`src/shfp_pkg.sv`:
```
`timescale 1ns / 1ps
`default_nettype none

package shfp_pkg;

    // djb2 starting value; the hash is kept modulo 2^64 or narrower.
    localparam logic [63:0] SEED_VALUE = 64'd5381;

    // Depth of the request queue between front and back.
    localparam int QUEUE_DEPTH = 4;
    localparam int QUEUE_AW    = 2;

    // What the back part has to do with one queued request.
    typedef struct packed {
        logic fold;   // fold the hash into the counters
        logic doc;    // emit the fingerprint, then clear the counters
    } t_job_flags;

    localparam int FLAG_BITS = $bits(t_job_flags);

endpackage

`default_nettype wire

```
`src/shfp_queue.sv`:
```
`timescale 1ns / 1ps
`default_nettype none

module shfp_queue
    import shfp_pkg::*;
#(
    parameter int WIDTH = 66
) (
    input  wire logic             i_clk,
    input  wire logic             i_rst_n,
    input  wire logic             i_push,
    input  wire logic [WIDTH-1:0] i_push_data,
    output logic                  o_full,
    input  wire logic             i_pop,
    output logic [WIDTH-1:0]      o_head,
    output logic                  o_empty
);

    logic [WIDTH-1:0]    r_mem [QUEUE_DEPTH];
    logic [QUEUE_AW-1:0] r_wr_ptr;
    logic [QUEUE_AW-1:0] r_rd_ptr;
    logic [QUEUE_AW:0]   r_count;
    logic [QUEUE_AW:0]   n_count;
    logic                w_push;
    logic                w_pop;

    assign o_full  = (r_count == QUEUE_AW'(0) + (QUEUE_AW+1)'(QUEUE_DEPTH));
    assign o_empty = (r_count == '0);
    assign o_head  = r_mem[r_rd_ptr];
    assign w_push  = i_push && !o_full;
    assign w_pop   = i_pop && !o_empty;

    always_comb begin
        n_count = r_count;
        if (w_push && !w_pop) begin
            n_count = r_count + (QUEUE_AW+1)'(1);
        end else if (w_pop && !w_push) begin
            n_count = r_count - (QUEUE_AW+1)'(1);
        end
    end

    always_ff @(posedge i_clk) begin
        if (!i_rst_n) begin
            r_wr_ptr <= '0;
            r_rd_ptr <= '0;
            r_count  <= '0;
        end else begin
            r_count <= n_count;
            if (w_push) begin
                r_wr_ptr <= r_wr_ptr + QUEUE_AW'(1);
            end
            if (w_pop) begin
                r_rd_ptr <= r_rd_ptr + QUEUE_AW'(1);
            end
        end
    end

    always_ff @(posedge i_clk) begin
        if (w_push) begin
            r_mem[r_wr_ptr] <= i_push_data;
        end
    end

endmodule

`default_nettype wire

```
`config.mk`:
```
export PLATFORM = sky130hd
export DESIGN_NAME = shfp_queue
export DESIGN_NICKNAME = d
export VERILOG_FILES = /design/src/shfp_pkg.sv /design/src/shfp_queue.sv
export SDC_FILE = /design/constraint.sdc
export NUM_CORES = 1
export LEC_CHECK = 0
export ABC_AREA = 0
export BUFFER_PORTS_ARGS = -buffer_cell sky130_fd_sc_hd__buf_4
export CORE_ASPECT_RATIO = 0.9
export CORE_UTILIZATION = 50
export DETAILED_ROUTE_END_ITERATION = 10
export PLACE_DENSITY = 0.71
export SYNTH_ARGS = -nofsm -noshare
export SYNTH_HDL_FRONTEND = slang
export SYNTH_SLANG_ARGS = --single-unit
export TNS_END_PERCENT = 30
```
`constraint.sdc`:
```
create_clock -name i_clk -period 3.7 [get_ports i_clk]
set_input_delay 0.185 -clock i_clk [delete_from_list [all_inputs] [get_ports i_clk]]
set_output_delay 0.185 -clock i_clk [all_outputs]
set_load 0.02 [all_outputs]
```
==> impl_metrics.tcl <==
set metrics [dict create \
    status "completed" \
    synth_top_family_by_area "multiplexers" \
    hold_viol 0 \
    crit_fanout 34 \
    core.rowCount 48 \
    syn_area_sq_um 10000 \
    antenna_left 0 \
    worst-setup-path-type "reg2out" \
    gp_congestion 0.7642 \
    tritoncts "built" \
    syn_to_final_growth_pct 27.84 \
    nFillCells 1243 \
    synthDistinctLibCells 23 \
    dr.first_iter.drc_count 213 \
    final-seq-area_sq_um 8115 \
    fin_tns_setup_ns 0 \
    fin_crit_sh 0.7269 \
    htreeDepth 1 \
    vias 4688 \
    cts_setup_buffers 0 \
    pre_cts_ws_ns 1.210 \
    slowest_delay_ns 0.80 \
    die_w_microns 151.1 \
    grt_antenna_before_repair 1 \
    netlist_instances 392 \
    io_pins 138 \
    grt_first_pass_wirelength_mm 26.71 \
    numCtsBuffers 27 \
    synth_xor_area_frac 0.003503 \
    ys_ff_latch 273 \
    final_nets 688 \
    worst_slew_pin_slew_ns 1.037 \
    vias_per_cell 5.303 \
    first_global_vias 4911 \
    cp_data_arrival_time_ns 2.50 \
    cp_cell_sequence "buf_4, mux4_2, buf_4" \
    power.density_cell_area_nw_per_um2 690.5 \
    first_pass_iters 4 \
    ys_warn_count 0 \
    routedWlPerCell_microns 20.23 \
    clock_path_buffers 3 \
    grt.total_usage 0.1766 \
    dieArea_sq_um 20570 \
    grt_max_degree 67 \
    layout_min_cycle_time_ns 2.689 \
    gr-total-overflow 0 \
    end_kind "output pin" \
    synthesis.nets 468 \
    synth_fa_ha_area_frac 0.008257 \
    drive_gt1_frac 0.3997 \
    synth-compound-area-share 0.003378 \
    syn_area_per_cell_sq_um 25.51 \
    critPathLaunchType "flop" \
    yosys.area_share.simple 0.01013 \
    drc 0 \
    slowest_stage "dfxtp_4" \
    finClkSkew_ns 0.01634 \
    io_buffers 137 \
    dominantRegCellSynth "edfxtp_1" \
    die_h_microns 136.2 \
    relSlewSlack 0.3089 \
    clk_pin_slew_ns 0.06 \
    setup_ws_ns 1.011 \
    finalSetupViolCount 0 \
    hp-class "in2reg" \
    drv_slew 0 \
    multi_input_area_sq_um 1779 \
    clk_latency_ns 0.53 \
    synthArstFlopShare 0 \
    muxShareOfSynthArea 0.1516 \
    cts_sinks 273 \
    routed_wl_mm 17.88 \
    yosysSeqAreaShare 0.8107 \
    start_util 0.5155 \
    drv_cap 0 \
    ir_drop_uv 422.8 \
    cts.root.buffer_cell "clkbuf_16" \
    fp.coreArea_sq_um 19400 \
    synth_edf_count 264 \
    required_ns 3.51 \
    leakage_uw 0.004347 \
    rsz0062_at_grt "false" \
    crit_top_cell "buf_4" \
    max_freq_ghz 0.3718 \
]
-- registers in the layout, summed over array words and instances, names as in the netlist, named ones only --
signal / cells
r_mem: 264
r_rd_ptr: 2
r_wr_ptr: 2
r_count: 3
-- what timing repair did --
item	in CTS	in global routing
endpoints found under the hold margin	273	0
hold buffers	67	0
gates resized for setup	0	0
-- cell families after synthesis --
kind of cell / count (synthesis)
AND/OR/NAND/NOR: 17
flip-flops: 273
multiplexers: 69
buffers and inverters: 19
XOR/XNOR: 4
adder cells (fa/ha/maj): 6
AO/OA/AOI/OAI: 4
-- worst paths after layout --
kind | from | to | slack [ns] | depth (start not counted)
max | flop | o_head[6] | 1.01 | 3
min reg2reg | r_wr_ptr[1] | r_wr_ptr[1] | 0.50 | 2
max reg2reg | r_count[0] | r_count[2] | 1.21 | 8
min | i_pop | flop | 0.12 | 4
-- layer usage --
layer,global-route usage,vias up,part of all wire
li1,-,2115,-
met1,0.2443,2401,0.43
met2,0.2923,146,0.49
met3,0.03826,26,0.068
met4,0.03556,0,0.014
met5,0,-,0
-- report_power, final --
| group | switching [uW] | internal, uW | leakage (uW) |
|---|---|---|---|
| clock network | 1070 | 1470 | 0.000413 |
| logic | 1130 | 1150 | 0.00144 |
| registers | 241 | 3760 | 0.00249 |
-- worst max-delay path: cells and delay by family, from the launching register on --
kind     cells  cell delay (ns)
mux          1             0.57
flops        1             0.80
buf+inv      2             0.60
-- layout make-up --
class	instances	share of cell area
flip-flops and latches	273	0.6348
inverters	3	0.0008808
clock buffers	40	0.06146
well taps	250	0.02447
multi-input cells	100	0.1392
diodes	1	0.0001957
repair buffers	207	0.1347
clock inverters	10	0.004404
-- through the flow --
stage	std cells	cell area, sq um	util	power [uW]	hold slack (ns)
after floorplan	392	10000	-	5463	0.2839
after global placement	766	11270	0.5809	6285	0.3838
after detailed placement	766	11270	0.5809	6334	0.3869
after CTS	883	12780	0.6589	8919	0.1003
after global routing	884	12780	0.6591	9182	0.1217
final	884	12780	0.6591	8828	0.1197
-- cells in the final DEF (no fill, tap or decap), drive strengths merged, types with 4 or more instances in the layout --
| master | Yosys | final |
|---|---|---|
| and2 | 8 | 8 |
| inv | 3 | 5 |
| mux4 | 66 | 66 |
| buf | 13 | 140 |
| clkbuf | 3 | 40 |
| dlygate4sd3 | 0 | 67 |
| dfxtp | 9 | 9 |
| clkinv | 0 | 7 |
| ha | 5 | 5 |
| edfxtp | 264 | 264 |
| nand2 | 4 | 4 |
-- cell usage after synthesis, types with 2 or more instances --
library cell,n,area share
edfxtp_1,264,0.79
mux4_2,66,0.15
dfxtp_1,9,0.018
and2_1,8,0.0050
buf_2,6,0.0030
buf_6,5,0.0056
ha_1,5,0.0063
nand2_1,4,0.0015
clkbuf_1,3,0.0011
inv_1,3,0.0011
mux2i_1,3,0.0030
xnor2_1,3,0.0026
buf_4,2,0.0015
nor2b_1,2,0.0013
Power figures use the tool's default switching activity.
