==> config.mk <==
export PLATFORM = sky130hd
export DESIGN_NAME = shfp_front
export DESIGN_NICKNAME = d
export VERILOG_FILES = /design/src/shfp_pkg.sv /design/src/shfp_front.sv
export SDC_FILE = /design/constraint.sdc
export NUM_CORES = 1
export LEC_CHECK = 0
export ABC_AREA = 1
export BUFFER_PORTS_ARGS = -buffer_cell sky130_fd_sc_hd__clkbuf_2
export CAP_MARGIN = 20
export CORE_MARGIN = 1.5
export CORE_UTILIZATION = 64
export CTS_BUF_LIST = sky130_fd_sc_hd__clkbuf_4
export DETAILED_ROUTE_END_ITERATION = 10
export PLACE_DENSITY = 0.84
export SYNTH_ARGS = -nofsm -noshare
export SYNTH_HDL_FRONTEND = slang
export SYNTH_SLANG_ARGS = --single-unit
==> constraint.sdc <==
create_clock -name i_clk -period 3.62 [get_ports i_clk]
set_clock_uncertainty 0.05 [all_clocks]
set_input_delay 0.724 -clock i_clk [delete_from_list [all_inputs] [get_ports i_clk]]
set_output_delay 0.724 -clock i_clk [all_outputs]
set_load 0.05 [all_outputs]
==> src/shfp_pkg.sv <==
`timescale 1ns / 1ps
`default_nettype none

package shfp_pkg;

    // djb2 starting value; the hash is kept modulo 2^64 or narrower.
    localparam logic [63:0] SEED_VALUE = 64'd5381;

    // Depth of the request queue between front and back.
    localparam int QUEUE_DEPTH = 4;
    localparam int QUEUE_AW    = 2;

    // What the back part has to do with one queued request.
    typedef struct packed {
        logic fold;   // fold the hash into the counters
        logic doc;    // emit the fingerprint, then clear the counters
    } t_job_flags;

    localparam int FLAG_BITS = $bits(t_job_flags);

endpackage

`default_nettype wire

==> src/shfp_front.sv <==
`timescale 1ns / 1ps
`default_nettype none

module shfp_front
    import shfp_pkg::*;
#(
    parameter int HASH_BITS = 64
) (
    input  wire logic                 i_clk,
    input  wire logic                 i_rst_n,
    input  wire logic                 i_valid,
    output logic                      o_ready,
    input  wire logic [7:0]           i_data_byte,
    input  wire logic                 i_byte_valid,
    input  wire logic                 i_token_end,
    input  wire logic                 i_doc_end,
    output logic                      o_push,
    output t_job_flags                o_push_flags,
    output logic [HASH_BITS-1:0]      o_push_hash,
    input  wire logic                 i_queue_full
);

    localparam logic [HASH_BITS-1:0] SEED = SEED_VALUE[HASH_BITS-1:0];

    logic [HASH_BITS-1:0] r_hash;
    logic [HASH_BITS-1:0] n_hash;
    logic [63:0]          w_byte_ext;
    logic                 w_accept;

    // Only the low hash bits feed the counters, and the low bits of
    // h*33+c depend on nothing above them, so the hash is kept that narrow.
    assign w_byte_ext = {{56{i_data_byte[7]}}, i_data_byte};
    assign n_hash     = i_byte_valid
                      ? (r_hash << 5) + r_hash + w_byte_ext[HASH_BITS-1:0]
                      : r_hash;

    assign o_ready            = !i_queue_full;
    assign w_accept           = i_valid && o_ready;
    assign o_push             = w_accept && (i_token_end || i_doc_end);
    assign o_push_flags.fold  = i_token_end;
    assign o_push_flags.doc   = i_doc_end;
    assign o_push_hash        = n_hash;

    always_ff @(posedge i_clk) begin
        if (!i_rst_n) begin
            r_hash <= SEED;
        end else if (w_accept) begin
            if (i_token_end || i_doc_end) begin
                r_hash <= SEED;
            end else begin
                r_hash <= n_hash;
            end
        end
    end

endmodule

`default_nettype wire

==> results.toml, run 1 <==
[run_status]
status = "stopped before the end"
haltStage = "4_1_cts"
stop_error = "[ERROR DPL-0038] Utilization greater than 100%, impossible to legalize"

[clock_network]
cts_setup_buffers = 28
clockRootBuffer = "clkbuf_4"
cts_hold_buf = 0
cts_resized = 585
htreeDepth = 3
clockBufferDepth = 2
cts_buffers = 9
cts.sinks = 64

[die]
die-width_um = 129
die_y_um = 129
num_rows = 45
start_util_pct = 66.4
io_pins = 83

[place]
dp_hpwl_um = 28400
post-place-ws_ns = -0.764
finalWeightedCongestion = 1.11
portBuffers = 82

[synthesis]
ys_ff_latch = 64
synth_top_area_share_pct = 26.3
ys_types = 35
yosysWarnings = 0
synthCells = 1782
synth_area_per_cell_sq_um = 5.73
synth_edf_count = 0
yosysMostFrequentCell = "nand2_1"
synthTopCellsByCount = "715 x nand2_1, 341 x inv_1, 108 x nand3_1, 98 x a21oi_1, 91 x nor2_1"
synthFlopType = "dfxtp_1"
synth_nets = 1923
yosysSeqAreaShare_pct = 12.5
async_flop_share_pct = 0
yosys-top-cells-area = "nand2_1 26%, dfxtp_1 13%, inv_1 13%"
yosysTopAreaCell = "nand2_1"
syn_area_sq_um = 10200
-- cell families after synthesis --
group | synth area share [%]
and+or+nand+nor | 43.1
buffers and inverters | 14.1
AOI/OAI and AO/OA | 7.94
adders and majority gates | 19.8
DFF | 12.5
xor gates and xnor gates | 2.49
-- per-stage QoR --
step | std cells | cell area (sq um) | util (%) | hold WS [ns] | TNS, ns
2_1_floorplan | 1782 | 10300 | - | 0.415 | -0.257
3_3_place_gp | 2210 | 12800 | 83.2 | 0.428 | -28.60
3_5_place_dp | 2210 | 12800 | 83.2 | 0.441 | -31.85
==> run 2: changes to the inputs <==
CORE_UTILIZATION = 40   (was 64)
CTS_BUF_LIST = not set   (was sky130_fd_sc_hd__clkbuf_4)
PLACE_DENSITY = not set   (was 0.84)
PLACE_DENSITY_LB_ADDON = 0.15   (was not set)
==> run 2 against run 1 <==
Synthesized cell count did not move. Area after synthesis did not move. The flow now finishes, with violations (setup timing).
==> results.toml, run 2 <==
[run_status]
status = "finished with violations"
violations = "setup timing"

[setup_path]
regToRegSetupSlack_ns = 0.52
cp.required_ns = 2.85
timing.rr.end = "r_hash[19]"
worstPathMaxFanout = 4
r2r-start = "r_hash[18]"
endpoint_kind = "output pin"
cpMostUsedCell = "nand2_1"
worstSetupPathType = "primary input to output pin"
start_kind = "primary input"
crit_start = "i_data_byte[7]"
cp_slowest_cell = "fa_1"
crit_chain = "buf_16 -> buf_4 -> fa_1 -> ha_4 -> nand2_2 -> inv_1 -> nand2_1 -> nand2_1 -> inv_1 -> nand2_2 -> nand2_1 -> nand2_1 -> a21oi_2 -> nand2_1 -> nand2_1 -> nand3_2 -> and2_4 -> clkbuf_8"
crit_arrival_ns = 3.40
reg2reg_depth = 19
max_stage_delay_ns = 0.53

[synthesis]
synthFlopType = "dfxtp_1"
yosysSeqAreaShare_pct = 12.5
yosysTopAreaCell = "nand2_1"
synth_area_per_cell_sq_um = 5.73
synth_nets = 1923
synth_top_area_share_pct = 26.3
yosysWarnings = 0
async_flop_share_pct = 0
yosysMostFrequentCell = "nand2_1"
ys_types = 35
synthTopCellsByCount = "715 x nand2_1, 341 x inv_1, 108 x nand3_1, 98 x a21oi_1, 91 x nor2_1"
synthCells = 1782
ys_ff_latch = 64
synth_edf_count = 0
syn_area_sq_um = 10200
yosys-top-cells-area = "nand2_1 26%, dfxtp_1 13%, inv_1 13%"

[clock_network]
clock_latency_ns = 0.36
htreeDepth = 3
clockRootBuffer = "clkbuf_16"
cts_hold_buf = 0
cts_buffers = 9
cts.sinks = 64
path_clk_slew_ns = 0.06
cts_tree = "built"
clockBufferDepth = 2

[die]
start_util_pct = 40.7
num_rows = 58
die_y_um = 163
io_pins = 83
dieArea_sq_um = 26500
core_sq_um = 25100
die-width_um = 163

[global_routing]
grt_pass1_vias = 12300
grt_max_degree = 85
grt_pass1_wl_um = 65500
grt_usage_pct = 32.1
antenna_found_initial = 0
grt_overflow = 0

[final_layout]
design_area_sq_um = 18200
fin_util_pct = 72.3
fillers = 1898
mostFrequentLayoutCells = "437 x nand2_1, 270 x inv_1, 201 x buf_4"
fin_nets = 2259
registers.top_by_ff_count = "r_hash"
largest_reg_flops = 64
synthToLayoutAreaGrowth_pct = 77.8
drive_gt1_share_pct = 51.9
largestRegisters = "r_hash x64"
layout_commonest_cell = "nand2_1"
antenna_cells = 0

[flow_run]
maxCapViolations = 0

[place]
finalWeightedCongestion = 1.01
dp_hpwl_um = 29400
post-place-ws_ns = -0.922
portBuffers = 82
placed_area_sq_um = 13200

[sta]
finalCritPeriodShare_pct = 115
min_period_ns = 4.17
max_slew_margin_pct = 41.7
slew_viol_final = 0
layout_setup_ws_ns = -0.549
tightest_slew_ns = 0.875
fin_tns_setup_ns = -22.53
fmax_ghz = 0.240
holdWs_ns = 0.445
hold_viol_final = 0
setup_violations = 55
grt_setup_unrepaired = "true"

[detailed_routing]
drt_iter0_drc = 844
dr.pass1.iters = 7
route.detailed.drc = 0
vias_per_cell = 5.17
ant_nets = 0
wl_um = 44700
vias = 12700
wl_per_cell_um = 18.2

[worst_hold_path]
min_path_cells = 2
holdPathEnd = "r_hash[63]"
min_path_type = "flip-flop to flip-flop"
min-delay-start = "r_hash[63]"

[power_and_ir_drop]
max-vdd-ir-drop_mv = 0.225
p_leak_nw = 9.27
pwr_density_cell_nw_per_um2 = 241
run 2: cell counts after synthesis:
Identical to the previous run, type by type.
run 2: final cells by class:
type,instances,area [sq um],area share (%)
Timing Repair Buffer,360,3860,21.3
Inverter,346,1310,7.22
Sequential cell,64,1280,7.07
Tap cell,330,413,2.27
Clock inverter,4,45.0,0.248
Multi-Input combinational cell,1337,11000,60.6
Clock buffer,11,243,1.34
run 2: how the worst max path moves through the flow:
stage	slack (ns)	to
after global routing	-0.64	o_push_hash[51]
final	-0.55	o_push_hash[51]
after floorplan	-0.26	o_push_hash[31]
after detailed placement	-0.92	o_push_hash[53]
after CTS	-0.53	o_push_hash[59]
after global placement	-0.92	o_push_hash[53]
run 2: critical path, delay by kind of cell:
family,cells,cell delay (ns)
buffers and inverters,5,0.64
adders and majority gates,2,0.77
AOI/OAI and AO/OA,1,0.17
and+or+nand+nor,10,1.08
run 2: power breakdown:
group,switching (mW),internal (mW)
logic,1.45,1.23
clock network,0.394,0.546
registers,0.0226,0.718
run 2: repair_timing:
action                     in CTS  in global routing
setup buffers                  42                 28
cloned                          7                  0
setup endpoints to repair      57                 58
gates resized for setup       611                361
pin swaps                     199                238
run 2: per-layer routing:
| metal | track usage, % | share of wire, % |
|---|---|---|
| met5 | 0 | 0 |
| met2 | 56.9 | 50 |
| met1 | 38.9 | 40 |
| met4 | 13.5 | 5.6 |
| met3 | 4.20 | 4.5 |
run 2: kinds of logic (layout without fill, tap and decap cells):
logic type / count (synthesis) / count (layout) / synth area share (%)
DFF: 64 / 64 / 12.5
xor gates and xnor gates: 29 / 29 / 2.49
AOI/OAI and AO/OA: 145 / 145 / 7.94
and+or+nand+nor: 1037 / 1037 / 43.1
adders and majority gates: 126 / 126 / 19.8
buffers and inverters: 381 / 721 / 14.1
run 2: per-stage QoR:
stage / std cells / total power, mW
4_1_cts: 2431 / 4.04
3_5_place_dp: 2372 / 2.49
3_3_place_gp: 2372 / 2.47
6_report: 2452 / 4.37
2_1_floorplan: 1782 / 1.76
5_1_grt: 2452 / 4.54
Note: power is estimated with default switching activity, not from simulation.
